**config.mk**
```make
export PLATFORM = sky130hd
export DESIGN_NAME = length_checksum_frame_receiver_flat
export DESIGN_NICKNAME = d
export VERILOG_FILES = /design/src/rtl/lcfr_pkg.sv /design/src/rtl/lcfr_if.sv /design/src/rtl/lcfr_core.sv /design/src/rtl/length_checksum_frame_receiver.sv /design/src/flat_wrapper.sv
export SDC_FILE = /design/constraint.sdc
export NUM_CORES = 1
export LEC_CHECK = 0
export BUFFER_PORTS_ARGS = -buffer_cell sky130_fd_sc_hd__buf_2
export CAP_MARGIN = 20
export CORE_MARGIN = 2
export CORE_UTILIZATION = 60
export DETAILED_ROUTE_END_ITERATION = 10
export GPL_TIMING_DRIVEN = 0
export PLACE_DENSITY_LB_ADDON = 0.25
export SLEW_MARGIN = 20
export SYNTH_ARGS = -nofsm -noshare
export SYNTH_HDL_FRONTEND = slang
export SYNTH_SLANG_ARGS = --single-unit
```
**constraint.sdc**
```tcl
create_clock -name clk -period 5.8 [get_ports clk]
set_clock_uncertainty 0.2 [all_clocks]
set_input_delay 0 -clock clk [delete_from_list [all_inputs] [get_ports clk]]
set_output_delay 0 -clock clk [all_outputs]
set_load 0.02 [all_outputs]
```
**src/rtl/lcfr_pkg.sv**
```systemverilog
// Package for the length-prefixed frame receiver.
// Holds the phase and result kind codes and the result struct.
// No dependencies; every other file in rtl/ uses it.
package lcfr_pkg;

    localparam int BYTE_W = 8;
    localparam int KIND_W = 2;

    localparam logic [BYTE_W-1:0] SYNC_BYTE = 8'hFF;
    localparam logic [BYTE_W-1:0] IDLE_BYTE = 8'h00;

    typedef enum logic [1:0] {
        PH_HUNT = 2'd0,
        PH_LEN  = 2'd1,
        PH_DATA = 2'd2,
        PH_SUM  = 2'd3
    } phase_t;

    typedef enum logic [KIND_W-1:0] {
        KIND_PAYLOAD = 2'd0,
        KIND_ACCEPT  = 2'd1,
        KIND_REJECT  = 2'd2
    } kind_t;

    typedef struct packed {
        logic              valid;
        kind_t             kind;
        logic [BYTE_W-1:0] data;
        logic [BYTE_W-1:0] position;
    } result_t;

endpackage

```
**src/rtl/lcfr_if.sv**
```systemverilog
// Valid/ready channel interfaces for the frame receiver.
// Depends on lcfr_pkg for field widths.
interface lcfr_byte_if;
    logic                      valid;
    logic                      ready;
    logic [lcfr_pkg::BYTE_W-1:0] rx_byte;

    modport source (output valid, output rx_byte, input ready);
    modport sink   (input valid, input rx_byte, output ready);
endinterface

interface lcfr_result_if;
    logic                        valid;
    logic                        ready;
    logic [lcfr_pkg::KIND_W-1:0] kind;
    logic [lcfr_pkg::BYTE_W-1:0] data;
    logic [lcfr_pkg::BYTE_W-1:0] position;

    modport source (output valid, output kind, output data, output position, input ready);
    modport sink   (input valid, input kind, input data, input position, output ready);
endinterface

```
**src/rtl/lcfr_core.sv**
```systemverilog
// Frame parser: phase, length, count and checksum registers plus the
// per-byte result logic. Depends on lcfr_pkg.
module lcfr_core (
    input  logic                        clk,
    input  logic                        rst_n,
    input  logic                        step,
    input  logic [lcfr_pkg::BYTE_W-1:0] rx_byte,
    output lcfr_pkg::result_t           result
);

    lcfr_pkg::phase_t            phase_reg, phase_next;
    logic [lcfr_pkg::BYTE_W-1:0] frame_length_reg, frame_length_next;
    logic [lcfr_pkg::BYTE_W-1:0] byte_count_reg, byte_count_next;
    logic [lcfr_pkg::BYTE_W-1:0] running_sum_reg, running_sum_next;
    logic                        is_idle;

    assign is_idle = (rx_byte == lcfr_pkg::IDLE_BYTE);

    // Next state
    always_comb
    begin
        phase_next        = phase_reg;
        frame_length_next = frame_length_reg;
        byte_count_next   = byte_count_reg;
        running_sum_next  = running_sum_reg;
        if (!is_idle)
        begin
            case (phase_reg)
                lcfr_pkg::PH_HUNT:
                begin
                    if (rx_byte == lcfr_pkg::SYNC_BYTE)
                        phase_next = lcfr_pkg::PH_LEN;
                end
                lcfr_pkg::PH_LEN:
                begin
                    frame_length_next = rx_byte;
                    running_sum_next  = rx_byte;
                    byte_count_next   = '0;
                    phase_next        = lcfr_pkg::PH_DATA;
                end
                lcfr_pkg::PH_DATA:
                begin
                    running_sum_next = running_sum_reg + rx_byte;
                    byte_count_next  = byte_count_reg + 8'd1;
                    if (byte_count_next == frame_length_reg)
                        phase_next = lcfr_pkg::PH_SUM;
                end
                lcfr_pkg::PH_SUM:
                begin
                    phase_next = lcfr_pkg::PH_HUNT;
                end
                default:
                begin
                    phase_next = lcfr_pkg::PH_HUNT;
                end
            endcase
        end
    end

    // Result for the byte at the input
    always_comb
    begin
        result.valid    = 1'b0;
        result.kind     = lcfr_pkg::KIND_PAYLOAD;
        result.data     = rx_byte;
        result.position = byte_count_reg;
        if (!is_idle)
        begin
            case (phase_reg)
                lcfr_pkg::PH_DATA:
                begin
                    result.valid = 1'b1;
                end
                lcfr_pkg::PH_SUM:
                begin
                    result.valid    = 1'b1;
                    result.kind     = (rx_byte == running_sum_reg) ? lcfr_pkg::KIND_ACCEPT
                                                                   : lcfr_pkg::KIND_REJECT;
                    result.position = frame_length_reg;
                end
                default:
                begin
                    result.valid = 1'b0;
                end
            endcase
        end
    end

    always_ff @(posedge clk or negedge rst_n)
    begin
        if (!rst_n)
        begin
            phase_reg        <= lcfr_pkg::PH_HUNT;
            frame_length_reg <= '0;
            byte_count_reg   <= '0;
            running_sum_reg  <= '0;
        end
        else if (step)
        begin
            phase_reg        <= phase_next;
            frame_length_reg <= frame_length_next;
            byte_count_reg   <= byte_count_next;
            running_sum_reg  <= running_sum_next;
        end
    end

    // A payload phase always has bytes left to take
    a_count_below_length: assert property (@(posedge clk) disable iff (!rst_n)
        phase_reg == lcfr_pkg::PH_DATA |-> byte_count_reg < frame_length_reg)
        else $error("byte count reached frame length in payload phase");

    // A checksum byte ends the frame
    a_sum_ends_frame: assert property (@(posedge clk) disable iff (!rst_n)
        (step && !is_idle && phase_reg == lcfr_pkg::PH_SUM)
        |=> phase_reg == lcfr_pkg::PH_HUNT)
        else $error("checksum byte did not return to hunting");

endmodule

```
**src/rtl/length_checksum_frame_receiver.sv**
```systemverilog
// Length-prefixed frame receiver with additive checksum.
// A result passes the input register and then the result register on its way out.
// Throughput: one byte per cycle; a byte with a result waits while the result register is held.
// Zero bytes and bytes outside a frame pass through the input register and yield no result.
// Reset (rst_n, async, active low) clears both valid flags and returns the parser to sync hunting.
// Depends on lcfr_pkg, lcfr_if and lcfr_core.
module length_checksum_frame_receiver (
    input  logic          clk,
    input  logic          rst_n,
    lcfr_byte_if.sink     byte_ch,
    lcfr_result_if.source result_ch
);

    logic                        in_valid_reg;
    logic [lcfr_pkg::BYTE_W-1:0] in_byte_reg;
    logic                        out_valid_reg;
    lcfr_pkg::kind_t             out_kind_reg;
    logic [lcfr_pkg::BYTE_W-1:0] out_data_reg;
    logic [lcfr_pkg::BYTE_W-1:0] out_position_reg;
    lcfr_pkg::result_t           result;
    logic                        advance;
    logic                        out_free;

    lcfr_core u_core (
        .clk     (clk),
        .rst_n   (rst_n),
        .step    (advance),
        .rx_byte (in_byte_reg),
        .result  (result)
    );

    assign out_free      = !out_valid_reg || result_ch.ready;
    // Hold the input byte only when it has a result and the output slot is taken
    assign advance       = in_valid_reg && (!result.valid || out_free);
    assign byte_ch.ready = !in_valid_reg || advance;

    assign result_ch.valid    = out_valid_reg;
    assign result_ch.kind     = out_kind_reg;
    assign result_ch.data     = out_data_reg;
    assign result_ch.position = out_position_reg;

    always_ff @(posedge clk or negedge rst_n)
    begin
        if (!rst_n)
        begin
            in_valid_reg  <= 1'b0;
            out_valid_reg <= 1'b0;
        end
        else
        begin
            if (byte_ch.ready)
                in_valid_reg <= byte_ch.valid;
            if (advance && result.valid)
                out_valid_reg <= 1'b1;
            else if (result_ch.ready)
                out_valid_reg <= 1'b0;
        end
    end

    always_ff @(posedge clk)
    begin
        if (byte_ch.valid && byte_ch.ready)
            in_byte_reg <= byte_ch.rx_byte;
        if (advance && result.valid)
        begin
            out_kind_reg     <= result.kind;
            out_data_reg     <= result.data;
            out_position_reg <= result.position;
        end
    end

    a_no_overwrite: assert property (@(posedge clk) disable iff (!rst_n)
        (advance && result.valid) |-> (!out_valid_reg || result_ch.ready))
        else $error("result register overwritten before transaction");

    a_hold_input: assert property (@(posedge clk) disable iff (!rst_n)
        (in_valid_reg && !advance) |=> (in_valid_reg && $stable(in_byte_reg)))
        else $error("stalled input byte lost");

    a_stall_blocks_input: assert property (@(posedge clk) disable iff (!rst_n)
        (in_valid_reg && !advance) |-> !byte_ch.ready)
        else $error("input taken while input register is stalled");

endmodule

```
**src/flat_wrapper.sv**
```systemverilog
// flat-port wrapper written by rule: the top's interface ports become plain ports
module length_checksum_frame_receiver_flat 
  (clk, rst_n, byte_ch_valid, byte_ch_rx_byte, byte_ch_ready, result_ch_valid, result_ch_kind, result_ch_data, result_ch_position, result_ch_ready);
  lcfr_byte_if byte_ch_i ();
  lcfr_result_if result_ch_i ();
  input  logic clk;
  input  logic rst_n;
  input wire logic [$bits(byte_ch_i.valid)-1:0] byte_ch_valid;
  input wire logic [$bits(byte_ch_i.rx_byte)-1:0] byte_ch_rx_byte;
  output wire logic [$bits(byte_ch_i.ready)-1:0] byte_ch_ready;
  output wire logic [$bits(result_ch_i.valid)-1:0] result_ch_valid;
  output wire logic [$bits(result_ch_i.kind)-1:0] result_ch_kind;
  output wire logic [$bits(result_ch_i.data)-1:0] result_ch_data;
  output wire logic [$bits(result_ch_i.position)-1:0] result_ch_position;
  input wire logic [$bits(result_ch_i.ready)-1:0] result_ch_ready;
  assign byte_ch_i.valid = byte_ch_valid;
  assign byte_ch_i.rx_byte = byte_ch_rx_byte;
  assign byte_ch_ready = byte_ch_i.ready;
  assign result_ch_valid = result_ch_i.valid;
  assign result_ch_kind = result_ch_i.kind;
  assign result_ch_data = result_ch_i.data;
  assign result_ch_position = result_ch_i.position;
  assign result_ch_i.ready = result_ch_ready;
  length_checksum_frame_receiver u_core (.clk(clk), .rst_n(rst_n), .byte_ch(byte_ch_i), .result_ch(result_ch_i));
endmodule
```
* Yosys cells after proc, flatten, opt, wreduce, memory -nomap -nowiden
Index checks and enable logic that the tools add are counted.
** Storage, ports and cells
- Input bits :: 12
- Logic and storage cells :: 53
- Bits in registers :: 54
- Memories kept :: 0
- Latch bits :: 0
- ROM bits :: 0
- Bits in writable memories :: 0
** Cells by class
- Div/mod/pow operators :: 0
- $lt $le $gt $ge :: 0
- Multipliers :: 0
- Eq/ne operators :: 8
- Reduce and logical (&&, ||, !) cells :: 18
- Shifts and indexed selects :: 0
- Mux-type cells :: 13
- Add/subtract/negate cells :: 2
- Bitwise operators :: 2
** Operators by type and width (count)
- one-hot mux 8 bit (2 select lines) :: 2
- equality test 8 bit :: 2
- 2-to-1 mux 8 bit :: 2
- adder 8 x 1 -> 8 bit (second input constant) :: 1
- adder 8 bit :: 1
- equality test 8 bit (second input constant) :: 1
- logical NOT 8 bit :: 1
- 2-to-1 mux 2 bit :: 4
- one-hot mux 2 bit (4 select lines) :: 1
- AND reduction 3 bit :: 2
- equality test 2 bit (second input constant) :: 2
- != test 2 bit (second input constant) :: 2
- AND reduction 4 bit :: 1
- nonzero test 2 bit :: 2
- OR reduction 2 bit :: 2
- logical AND 1 bit :: 3
- logical NOT 1 bit :: 3
- logical OR 1 bit :: 3
- 2-to-1 mux 1 bit :: 3
- 2-to-1 mux 3 bit :: 1
- equality test 2 x 1 -> 1 bit (second input constant) :: 1
- logical NOT 2 bit :: 1
- NOT 1 bit :: 2

* Depth between registers and ports, before layout
Gate-level depths: netlist (run 1).
- Depth in word-level cells :: 9
- Depth in mapped cells :: 10

* Hierarchy
Synthesis (run 1) repeated with hierarchy kept, for this count alone.
** Second synthesis, totals
- Cell total of the unflattened synthesis :: 245
- Area total of the unflattened synthesis :: 2832.7 um2
** By module, submodules not included
- lcfr_core :: times used 1, area an instance 1945.6 um2, seq. area each 650.6 um2, cells each 209
- length_checksum_frame_receiver :: times used 1, area an instance 887.1 um2, seq. area each 830.8 um2, cells each 36

* Least setup slack after synthesis (run 1)
OpenSTA, ideal clock, no wires.
- Path type :: flip-flop to flip-flop
- From :: register u_core.u_core.phase_reg[0]
- To :: register u_core.out_data_reg (netlist bit u_core.result_ch.data[0]) (enable)
- Library setup time :: 0.416 ns
- Required time :: 5.184 ns
- Stages on the path, launching flop included :: 6
- Arrival time :: 2.338 ns
- Buffers on the path :: 0
- Setup slack :: 2.846 ns
- Cells stage by stage :: dfrtp_1 inv_1 ha_1 nor2_1 nor2_1 nor3_1
** On the way
- Longest elaborated chain between the ends :: 8
** Ends and longest elaborated chain
- start, declared :: RTL line lcfr_core.sv:11 : lcfr_pkg::phase_t phase_reg, phase_next;
- start signal, assigned :: RTL line lcfr_core.sv:93 : phase_reg <= lcfr_pkg::PH_HUNT;
- start signal, assigned :: RTL line lcfr_core.sv:100 : phase_reg <= phase_next;
- equality test 2 bit :: RTL line lcfr_core.sv:69 : case (phase_reg)
- OR reduction 2 bit (no source line) (*)
- 2-to-1 mux 1 bit (*) :: RTL line lcfr_core.sv:69
- 2-to-1 mux 3 bit (*) :: RTL line lcfr_core.sv:67 : if (!is_idle)
- logical NOT 1 bit :: RTL line length_checksum_frame_receiver.sv:34 : assign advance = in_valid_reg && (!result.valid || out_free);
- logical OR 1 bit :: RTL line length_checksum_frame_receiver.sv:34
- logical AND 1 bit :: RTL line length_checksum_frame_receiver.sv:34
- logical AND 1 bit (*) :: RTL line length_checksum_frame_receiver.sv:64 : if (advance && result.valid)
- end signal, assigned :: RTL line length_checksum_frame_receiver.sv:67 : out_data_reg <= result.data;
- end, declared :: RTL line length_checksum_frame_receiver.sv:18 : logic [lcfr_pkg::BYTE_W-1:0] out_data_reg;
Mark *: on every way between the ends. The rest lies on a longest branch, timed or not.
A chain may end at the register's enable or synchronous reset.

* Final worst setup path (run 1)
- From :: register u_core.in_byte_reg[7] (netlist bit)
- To :: register u_core.u_core.running_sum_reg[2] (netlist bit)
** On the way
- Longest elaborated chain between the ends :: 6
** Ends and longest elaborated chain
- start, declared :: RTL line length_checksum_frame_receiver.sv:15 : logic [lcfr_pkg::BYTE_W-1:0] in_byte_reg;
- start signal, assigned :: RTL line length_checksum_frame_receiver.sv:63 : in_byte_reg <= byte_ch.rx_byte;
- logical NOT 8 bit (*) :: RTL line lcfr_core.sv:17 : assign is_idle = (rx_byte == lcfr_pkg::IDLE_BYTE);
- 2-to-1 mux 3 bit :: RTL line lcfr_core.sv:67
- logical NOT 1 bit :: RTL line length_checksum_frame_receiver.sv:34
- logical OR 1 bit :: RTL line length_checksum_frame_receiver.sv:34
- logical AND 1 bit :: RTL line length_checksum_frame_receiver.sv:34
- AND reduction 3 bit (no source line) (*)
- end signal, assigned :: RTL line lcfr_core.sv:103 : running_sum_reg <= running_sum_next;
- end, declared :: RTL line lcfr_core.sv:14 : logic [lcfr_pkg::BYTE_W-1:0] running_sum_reg, running_sum_next;
Marked as above.

==> results, run 1 <==
- In this run the number of cells on the critical path is 8.
- For the pin with the worst max-slew slack, the measured transition is 0.643 ns.
- The CTS tree is yes.
- The number of hold violations in the final report is 0.
- The flow ran to the end, and the final reports show no timing, DRC or antenna violations.
- The compound-gate portion of the synthesized area was 0.105.
- The detailed router finished its first iteration with 107 violations.
- Summed over all layers, the global routing overflow is 0.
- The half-perimeter wire length after detailed placement is between 3000 and 4000 um.
- At the end of routability-driven placement, the weighted congestion stood at between 0.8 and 0.9.
- The required time of the critical path is around 6 ns.
- The worst register-to-register path has a depth of 8.
- The worst setup path is launched from a register.
- The first detailed-routing pass took 4 iterations.
- The startpoint of the most critical register-to-register path is u_core.in_byte_reg[7].
- The power density over cell area is between 400 and 500 nW/um2.
- When the netlist entered floorplanning its net count stood at 267.
- The most critical setup path has its startpoint at u_core.in_byte_reg[7].
- The post-route minimum period is 2.75 ns.
- The number of max-slew violations in the final report came to 0.
- The clock net in this run drives a total of 54 sinks.
- For the worst setup path, the data arrival time is between 2 and 3 ns.
- Setup repair after global routing left no endpoint under its margin.
- Of the total synthesized cell area, the portion taken by XOR and XNOR cells is 0.0410.
- The die height is ~72 um.
- The global-route wire length before repair is about 9700 um.
- Traced cell by cell, the critical path runs through clkbuf_1, or4_1, o21ai_2, nor2_4, nand2_1, clkbuf_1, nand2_1, o21ai_1.
- During placement, the flow inserted port buffers numbering 31.
- The library cell used most frequently in the layout, excluding fill and tap cells, is sky130_fd_sc_hd__buf_2.
- The total track usage is 0.250.
- The region available for standard cell placement spans between 4000 and 5000 um2.
- The total of flip-flops plus latches after synthesis is 54.
- After filler insertion, the fill cell instance count of the layout stands at around 300.
- The tool flagged a number of max-cap violations equal to 0.
- Dividing the final minimum period by the clock period gives 0.474.
- The post-synthesis adder-cell area fraction is 0.0657.
- After clock tree synthesis, the clock-pin slew on the worst setup and hold paths is around 0.090 ns.
- In this run the worst path has a maximum fanout of 10.
- IR analysis of the VDD net gives a maximum drop of between 0.3 and 0.4 mV.
- The number of buffers added for setup after CTS is 0.
- The number of design rule violations left after detail routing is 0.
- The number of cell rows is 24.
- In the final routed layout, each cell accounts on average for 16.9 um.
- Of the post-synthesis cell area, the part taken by muxes is 0.0937.
- For this block, the routed nets add up to about 5800 um of wire.
- The post-synthesis average cell area is roughly 12 um2.
- The path category of the worst min-delay check is primary input to asynchronous set/reset pin.
- In this run the cell area measured after placement is approximately 3000 um2.
- The largest net degree at the start of global routing is 29.
- The largest individual stage delay along the critical path comes from the cell sky130_fd_sc_hd__or4_1.
- The worst max-slew margin expressed relative to the limit is 0.570.
- The share of the Yosys chip area taken by registers is 0.533.
- Summing all multi-input logic gate instances after layout gives approximately 1200 um2.
- The maximum frequency from static timing analysis is roughly 360 MHz.
- After routing the design area is about 3200 um2.
- Clock tree synthesis selected as its root buffer the cell sky130_fd_sc_hd__clkbuf_8.
- The clock tree buffer depth is 2.
- The via count of the first global-routing pass was about 2,000.
- The critical path contains buffers and inverters numbering 2 combined.
- The final instance count without filler cells is 345.
- The sequential cell area is roughly 1500 um2.
- The die covers between 5000 and 6000 um2.
- The number of clock buffers added by TritonCTS is 5.
- The sum of negative setup slack is 0 ns.
- The critical setup path kind is register to register.
- The sort of element at the end of the critical path is a register.
- The area growth from synthesis to layout is 15.5%.
- Leaving out fill and tap cells, the most frequent cells in the layout are sky130_fd_sc_hd__buf_2, sky130_fd_sc_hd__dfrtp_1, sky130_fd_sc_hd__edfxtp_1.
- The count of endpoints failing setup in the final report is 0.
- The gate family responsible for the most delay along the worst path is simple AND/OR/NAND/NOR gates.
- The repair_antennas step left the layout with diodes totalling 0.
- Including well taps, the total number of placed cells is between 300 and 400.
- The area of the mapped netlist is ~2800 um2.
- The number of placed I/O pins is 32.
- The share of post-route cells with drive strength above 1 is 0.208.
- Clock latency on the worst-skew pair, taken at its later pin, is approximately 0.31 ns.
- Synthesis handed over a netlist of around 240 instances.
- For this configuration, the core starts out at a cell density of 0.630.
- Of the total synthesized cell area, the portion taken by AND, OR, NAND and NOR gates is 0.134.
- The largest incremental delay on the critical path is 0.52 ns.
- The width of the die is ~72 um.
- The unique cell type count in the Yosys netlist is 52.
- The final net count is 318.
- The level count of the clock H-tree is 2.
- The number of vias after detailed routing is 1,994.
- The number of nets still failing antenna checks after routing is 0.
- The initial antenna violation count is 0.
- The number of synthesis warnings is 0.
- Dividing the detail-routed via count by the number of cells gives approximately 5.8.
- The dominant combinational cell family by area after synthesis is simple AND/OR/NAND/NOR gates.
- The leakage power total is roughly 0.0013 uW.
-- final timing paths --
| kind | endpoint | slack (ns) |
|---|---|---|
| max reg2reg | u_core.u_core.running_sum_reg[2] | 3.05 |
| min in group clk | u_core.in_byte_reg[5] | 0.20 |
| max in group asynchronous | u_core.u_core.frame_length_reg[7] | 4.94 |
| min | u_core.u_core.running_sum_reg[3] | 0.04 |
| max | u_core.u_core.running_sum_reg[2] | 3.05 |
| min reg2reg | u_core.result_ch.data[7] | 0.27 |
-- logic make-up (layout without fill, tap and decap cells) --
| kind of cell | Yosys count | after routing |
|---|---|---|
| AO/OA/AOI/OAI | 47 | 47 |
| flip-flops | 54 | 54 |
| multiplexers | 24 | 24 |
| adder cells (fa/ha/maj) | 14 | 14 |
| AND/OR/NAND/NOR | 74 | 74 |
| buffers and inverters | 15 | 67 |
| XOR/XNOR | 13 | 13 |
-- where the power goes --
part           internal [uW]  switching (uW)  leakage (uW)  total [uW]
Sequential               545            89.1      0.000601         634
Clock                   83.4             119     0.0000426         202
Combinational            292             422      0.000701         714
Total                    921             630       0.00135        1550
-- metal layers --
metal | track usage | vias up | wire length (um)
li1 | - | 974 | -
met1 | 0.322 | 971 | 2700
met2 | 0.421 | 43 | 2870
met3 | 0.0472 | 6 | 182
met4 | 0.101 | 0 | 74
met5 | 0 | - | 0
-- Yosys cell counts (all sizes together) --
cell | count | area [um2]
dfrtp | 28 | 701
edfxtp | 26 | 781
nand2 | 24 | 92.6
o21ai | 24 | 128
mux2 | 16 | 180
nor2 | 15 | 63.8
ha | 13 | 163
a21oi | 10 | 53.8
nor3 | 10 | 50.1
xnor2 | 10 | 87.6
mux2i | 8 | 80.1
inv | 7 | 26.3
nand3 | 5 | 30.0
clkbuf | 4 | 25.0
buf | 3 | 21.3
nand4 | 3 | 18.8
nor2b | 3 | 18.8
xor2 | 3 | 26.3
and2 | 2 | 13.8
and3 | 2 | 12.5
nand2b | 2 | 12.5
nor4 | 2 | 12.5
o31ai | 2 | 15.0
or2 | 2 | 12.5
or4 | 2 | 15.0
a2111oi | 1 | 8.76
a211o | 1 | 10.0
a211oi | 1 | 7.51
a21o | 1 | 7.51
clkinv | 1 | 3.75
fa | 1 | 20.0
o2111ai | 1 | 8.76
o211a | 1 | 10.0
o21a | 1 | 7.51
o21bai | 1 | 7.51
o221ai | 1 | 8.76
o32a | 1 | 10.0
o41ai | 1 | 8.76
or3 | 1 | 11.3
or3b | 1 | 8.76
-- final cells by class --
class / count / share of cell area
Buffer: 7 / 0.0144
Clock buffer: 6 / 0.0226
Clock inverter: 2 / 0.00273
Inverter: 8 / 0.00935
Multi-Input combinational cell: 172 / 0.382
Sequential cell: 54 / 0.461
Tap cell: 52 / 0.0203
Timing Repair Buffer: 44 / 0.0873
-- what timing repair did --
action | in CTS | in global routing
hold buffers | 11 | 0
hold endpoints to repair | 38 | 0
gates resized for setup | 0 | 0
-- metrics by stage --
step           total power (uW)  hold slack (ns)  worst slack (ns)  utilization
3_5_place_dp               1340           -0.136              3.12        0.684
2_1_floorplan              1140           -0.496              2.85            -
3_3_place_gp               1300           -0.134              2.02        0.679
6_report                   1550           0.0366              3.05        0.727
5_1_grt                    1660           0.0743              2.88        0.727
4_1_cts                    1550           0.0647              3.09        0.727
Note: power is estimated with default switching activity, not from simulation.
==> inputs of run 2 (changes only) <==
CORE_UTILIZATION = 58   (was 60)
clock period = 2.81 ns   (was 5.8 ns; I/O delays follow)
==> results, run 2 (synthesized netlist as in run 1, its figures left out) <==
- The worst setup path is captured at a register.
- The number of design rule violations left after detail routing was 0 (unchanged).
- The final instance count without filler cells was 347 (+0.58%).
- Leaving out fill and tap cells, the most frequent cells in the layout are sky130_fd_sc_hd__buf_2, sky130_fd_sc_hd__dfrtp_1, sky130_fd_sc_hd__edfxtp_1.
- The largest net degree at the start of global routing came to 29 (unchanged).
- The number of hold violations in the final report is 0 (unchanged).
- The initial core utilization is 0.596 (-0.0333).
- The final estimated routing congestion in global placement was 0.815 (-0.61%).
- The level count of the clock H-tree was 2 (unchanged).
- The total length of routed wires is 5930 um (+1.9%).
- The half-perimeter wire length after detailed placement is 3890 um (+1.9%).
- Relative to the synthesized area, the layout overhead comes to 17.5%.
- The final net count is 318 (unchanged).
- The total track usage is 0.244 (-0.00611).
- The count of endpoints failing setup in the final report is 0 (unchanged).
- The final critical-path share of the clock period is 0.963 (+0.490).
- The core area is 4660 um2 (+5.6%).
- The post-route minimum period is 2.71 ns (-0.0392 ns).
- The register clock-pin slew on the reported worst setup and hold paths was 0.09 ns (about the same).
- The power density over cell area was 1020 nW/um2 (+110%).
- The via count of the first global-routing pass was 1,995 (-0.45%).
- The count of inserted antenna diode cells is 0 (unchanged).
- The die height is 73.2 um (+1.6%).
- The latest clock arrival within the worst-skew pair came to 0.31 ns (about the same).
- The run finished with clean final reports.
- The die outline area came to 5360 um2 (+3.3%).
- The number of vias after detailed routing is 2,009 (+0.75%).
- The maximum vdd drop is 0.681 mV (+91%).
- The worst setup path is of the register to register kind.
- The number of cell rows is 25 (+4.2%).
- The commonest non-fill, non-tap cell in the layout is sky130_fd_sc_hd__buf_2.
- The final-layout fill cell count is 341 (+13%).
- The detailed-router iteration count before antenna repair is 4 (unchanged).
- The clock tree buffer depth is 2 (unchanged).
- The number of max-slew violations in the final report is 0 (unchanged).
- The initial antenna violation count came to 0 (unchanged).
- The startpoint of the most critical register-to-register path is u_core.u_core.byte_count_reg[0].
- TritonCTS built the clock tree.
- The number of buffers created by CTS is 5 (unchanged).
- The average vias per placed instance is 5.79 (+0.17%).
- STA classifies the critical path startpoint as a register.
- The average detailed-routed wire length per instance is 17.1 um (+1.3%).
- The path category of the worst min-delay check is primary input to asynchronous set/reset pin.
- The slew at the pin closest to its max-slew limit is 0.647 ns (+0.00332 ns).
- The global-route wire length before repair is 9600 um (-1.1%).
- The number of buffers inserted by port buffering is 31 (unchanged).
- The max-capacitance violation count is 0 (unchanged).
- The share of post-route cells with drive strength above 1 is 0.218 (+0.0102).
- The worst max-slew margin expressed relative to the limit is 0.569 (-0.00133).
- The DRC marker count from the first detailed-route iteration is 194 (+81%).
- The post-placement cell count is 326 (unchanged).
- The maximum frequency from static timing analysis is 369 MHz (+1.4%).
- The number of placed I/O pins is 32 (unchanged).
- The critical path starts at u_core.u_core.byte_count_reg[0].
- The largest fanout on the critical path is 6 (-4).
- The worst hold slack is 0.0550 ns (+0.0184 ns).
- The number of nets still failing antenna checks after routing is 0 (unchanged).
- The width of the die is 73.2 um (+1.6%).
- The required time of the critical path is 2.81 ns (-3.02 ns).
- The clock sink count was 54 (unchanged).
- The root buffer cell is sky130_fd_sc_hd__clkbuf_8.
- The total congestion overflow after global routing was 0 (unchanged).
- The leakage power total came to 0.00137 uW (+1.7%).
- The arrival time of the worst setup path is 2.70 ns (-0.08 ns).
[run 2: path summary, 6_finish.rpt]
check                                                    to  slack, ns  cells past startpoint
min reg2reg                        u_core.result_ch.data[7]       0.26                      0
max reg2reg                      u_core.u_core.phase_reg[1]       0.10                      7
min in group clk                      u_core.in_byte_reg[6]       0.20                      2
min                        u_core.u_core.running_sum_reg[3]       0.06                      2
max in group asynchronous  u_core.u_core.running_sum_reg[6]       1.93                      2
max                              u_core.u_core.phase_reg[1]       0.10                      7
[run 2: final cells by class]
type / count / area, um2 / area share
Buffer: 7 / 47.5 / 0.0146
Clock inverter: 3 / 40.0 / 0.0123
Multi-Input combinational cell: 172 / 1230 / 0.378
Sequential cell: 54 / 1480 / 0.454
Timing Repair Buffer: 44 / 295 / 0.0904
Clock buffer: 5 / 68.8 / 0.0211
Inverter: 8 / 30.0 / 0.00920
Tap cell: 54 / 67.6 / 0.0207
[run 2: through the flow]
step | setup TNS [ns] | power, uW | instance area [um2] | util | setup slack (ns)
floorplan | 0 | 2360 | 2780 | - | 0.368
global placement | -2.42 | 2690 | 3010 | 0.645 | -0.136
detailed placement | 0 | 2760 | 3010 | 0.646 | 0.0695
CTS | 0 | 3290 | 3240 | 0.696 | 0.0388
global route | -0.0471 | 3530 | 3270 | 0.701 | -0.0422
finish | 0 | 3320 | 3270 | 0.701 | 0.103
[run 2: layer usage]
metal,GRT usage,up-vias,share of wire
met5,0,-,0
met4,0.0885,0,0.019
met3,0.0470,8,0.040
met2,0.420,47,0.51
met1,0.306,980,0.43
li1,-,974,-
[run 2: worst max-delay path, cell delays in order (launching register included)]
cell	delay [ns]
sky130_fd_sc_hd__dfrtp_1	0.48
sky130_fd_sc_hd__nand3_2	0.18
sky130_fd_sc_hd__or3_4	0.41
sky130_fd_sc_hd__o211a_1	0.21
sky130_fd_sc_hd__o31ai_1	0.34
sky130_fd_sc_hd__o2111ai_1	0.23
sky130_fd_sc_hd__a21oi_2	0.21
sky130_fd_sc_hd__mux2_1	0.34
[run 2: timing repair]
item / 4_1_cts / 5_1_grt
setup endpoints to repair: 0 / 34
gates resized for setup: 0 / 3
buffers inserted: 0 / 1
hold buffers: 12 / 0
endpoints found under the hold margin: 38 / 0
[run 2: power breakdown]
part	switching (uW)	total (uW)	leakage (uW)	internal (uW)
clock	250	512	0.0000579	262
combinational	879	1500	0.000709	619
sequential	185	1310	0.000601	1120
total	1310	3320	0.00137	2010
==> inputs of run 3 (changes only) <==
PLACE_DENSITY = 0.79   (was unset)
PLACE_DENSITY_LB_ADDON = unset   (was 0.25)
==> results, run 3 (synthesized netlist as in run 1, its figures left out) <==
- The clock power share is 0.132 (-0.022).
- The number of buffers created by CTS came to 5 (unchanged).
- The worst hold slack came to 0.0421 ns (-0.0129 ns).
- Clock tree synthesis selected as its root buffer the cell sky130_fd_sc_hd__clkbuf_8.
- The total congestion overflow after global routing is 0 (unchanged).
- The leakage power total is 0.00135 uW (-1.3%).
- The maximum vdd drop is 0.616 mV (-9.4%).
- The number of buffers inserted by port buffering is 31 (unchanged).
- The via count of the first global-routing pass came to 2,010 (+0.75%).
- The number of vias after detailed routing is 2,007 (-0.10%).
- The clock sink count is 54 (unchanged).
- The initial antenna violation count is 0 (unchanged).
- The largest net degree at the start of global routing is 29 (unchanged).
- The minimum setup slack in the final design was 0.114 ns (+0.0113 ns).
- The worst max-slew margin expressed relative to the limit came to 0.562 (-0.00702).
- The worst setup path is captured at a register.
- The count of endpoints failing setup in the final report was 0 (unchanged).
- The number of max-slew violations in the final report is 0 (unchanged).
- The global-route wire length before repair was 9820 um (+2.2%).
- The average detailed-routed wire length per instance is 16.8 um (-1.6%).
- The critical path is of the register to register type.
- The number of hold violations in the final report is 0 (unchanged).
- The core area came to 4660 um2 (unchanged).
- The arrival time of the worst setup path is 2.58 ns (-0.12 ns).
- The post-placement setup slack came to 0.0712 ns (+0.00163 ns).
- The max-capacitance violation count is 0 (unchanged).
- The power density over cell area was 995 nW/um2 (-2.1%).
- The number of design rule violations left after detail routing is 0 (unchanged).
- The final-layout fill cell count is 328 (-3.8%).
- The final non-filler cell area came to 3240 um2 (-0.92%).
- The portion of total power attributed to sequential cells is 0.405 (+0.011).
- The combinational power share was 0.463 (+0.012).
- The path category of the worst min-delay check is primary input to asynchronous set/reset pin.
- Setup repair after global routing left no endpoint under its margin.
- The clock tree buffer depth was 2 (unchanged).
- The final estimated routing congestion in global placement is 0.867 (+6.3%).
- The flow ran to the end, and the final reports show no timing, DRC or antenna violations.
- The power spent charging and discharging nets is 1310 uW (-0.64%).
- The final net count is 317 (-0.31%).
- The latest clock arrival within the worst-skew pair was 0.32 ns (about the same).
- The total track usage is 0.249 (+0.00478).
- The share of total power consumed by net switching came to 0.405 (+0.00971).
- In the layout the commonest cells are sky130_fd_sc_hd__buf_2, sky130_fd_sc_hd__dfrtp_1, sky130_fd_sc_hd__edfxtp_1.
- The internal power component is 1910 uW (-4.6%).
- The level count of the clock H-tree came to 2 (unchanged).
- The number of placed I/O pins is 32 (unchanged).
- The total placed instance area is 3010 um2 (unchanged).
- The largest fanout on the critical path was 10 (+4).
- The register clock-pin slew on the reported worst setup and hold paths is 0.10 ns (about the same).
- The die height is 73.2 um (unchanged).
- TritonCTS built the clock tree.
- The commonest non-fill, non-tap cell in the layout is sky130_fd_sc_hd__buf_2.
- The detailed-router iteration count before antenna repair came to 4 (unchanged).
- The total length of routed wires is 5820 um (-1.8%).
- The half-perimeter wire length after detailed placement is 3680 um (-5.5%).
- The post-synthesis to final-layout area growth is 16.4%.
- The DRC marker count from the first detailed-route iteration is 146 (-25%).
- The die outline area is 5360 um2 (unchanged).
- STA classifies the critical path startpoint as a register.
- The average vias per placed instance is 5.80 (+0.19%).
- The width of the die is 73.2 um (unchanged).
- The path depth of the worst reg2reg path is 4 (-3).
- The maximum frequency from static timing analysis is 371 MHz (+0.42%).
- The slew at the pin closest to its max-slew limit is 0.657 ns (+0.0104 ns).
- The post-route minimum period was 2.70 ns (-0.0113 ns).
- The number of cell rows is 25 (unchanged).
- The count of inserted antenna diode cells is 0 (unchanged).
- The number of nets still failing antenna checks after routing was 0 (unchanged).
- The final critical-path share of the clock period is 0.959 (-0.00403).
- The share of post-route cells with drive strength above 1 is 0.212 (-0.00610).
- The initial core utilization is 0.596 (unchanged).
- The required time of the critical path is 2.69 ns (-0.12 ns).
run 3: changes by cell type in the layout (fill, tap and decap cells not counted), sizes merged:
cell	delta
bufinv	-1
clkbuf	+1
dlygate4sd3	-1
run 3: area by class of cell:
type                            count  area (um2)  share of cell area
Clock inverter                      2        8.76             0.00271
Buffer                              7        47.5              0.0147
Multi-Input combinational cell    172        1240               0.384
Inverter                            8        30.0             0.00928
Timing Repair Buffer               43         285              0.0882
Tap cell                           54        67.6              0.0209
Sequential cell                    54        1480               0.458
Clock buffer                        6        72.6              0.0224
run 3: timing repair:
action	in CTS	in global routing
gates resized for setup	0	4
hold buffers	11	0
hold endpoints to repair	38	0
setup buffers	0	1
endpoints found under the setup margin	0	36
run 3: worst paths after layout:
| kind | to | start | slack, ns |
|---|---|---|---|
| setup / recovery | u_core.result_ch.position[3] | u_core.in_byte_reg[7] | 0.11 |
| hold / removal | u_core.u_core.running_sum_reg[0] | rst_n | 0.04 |
| setup reg to reg | u_core.result_ch.position[3] | u_core.in_byte_reg[7] | 0.11 |
| hold reg to reg | u_core.u_core.running_sum_reg[4] | u_core.u_core.running_sum_reg[4] | 0.31 |
| max in group asynchronous | u_core.result_ch.valid | rst_n | 1.93 |
| min in group clk | u_core.in_byte_reg[3] | byte_ch_rx_byte[3] | 0.18 |
run 3: power by group through the flow:
stage          Clock, uW  Combinational (uW)  Sequential (uW)
6_report             426                1490             1300
5_1_grt              454                1660             1330
4_1_cts              426                1440             1300
3_5_place_dp           0                1430             1320
3_3_place_gp           0                1380             1310
2_1_floorplan          0                 968             1390
run 3: per-layer routing:
layer,vias to the layer above,GRT usage,part of all wire
li1,974,-,-
met1,945,0.317,0.42
met2,73,0.413,0.50
met3,15,0.0387,0.047
met4,0,0.121,0.030
met5,-,0,0
run 3: worst max-delay path, cell delays in order (launching register included):
cell	delay [ns]
sky130_fd_sc_hd__edfxtp_1	0.44
sky130_fd_sc_hd__clkbuf_1	0.25
sky130_fd_sc_hd__or4_1	0.57
sky130_fd_sc_hd__o21ai_2	0.59
sky130_fd_sc_hd__mux2_2	0.42
run 3: per-stage QoR:
step	utilization	total power [uW]	TNS [ns]	std cells
floorplan	-	2360	0	241
global placement	0.645	2690	-2.15	326
detailed placement	0.646	2740	0	326
CTS	0.688	3170	0	345
global route	0.694	3450	0	346
finish	0.694	3220	0	346
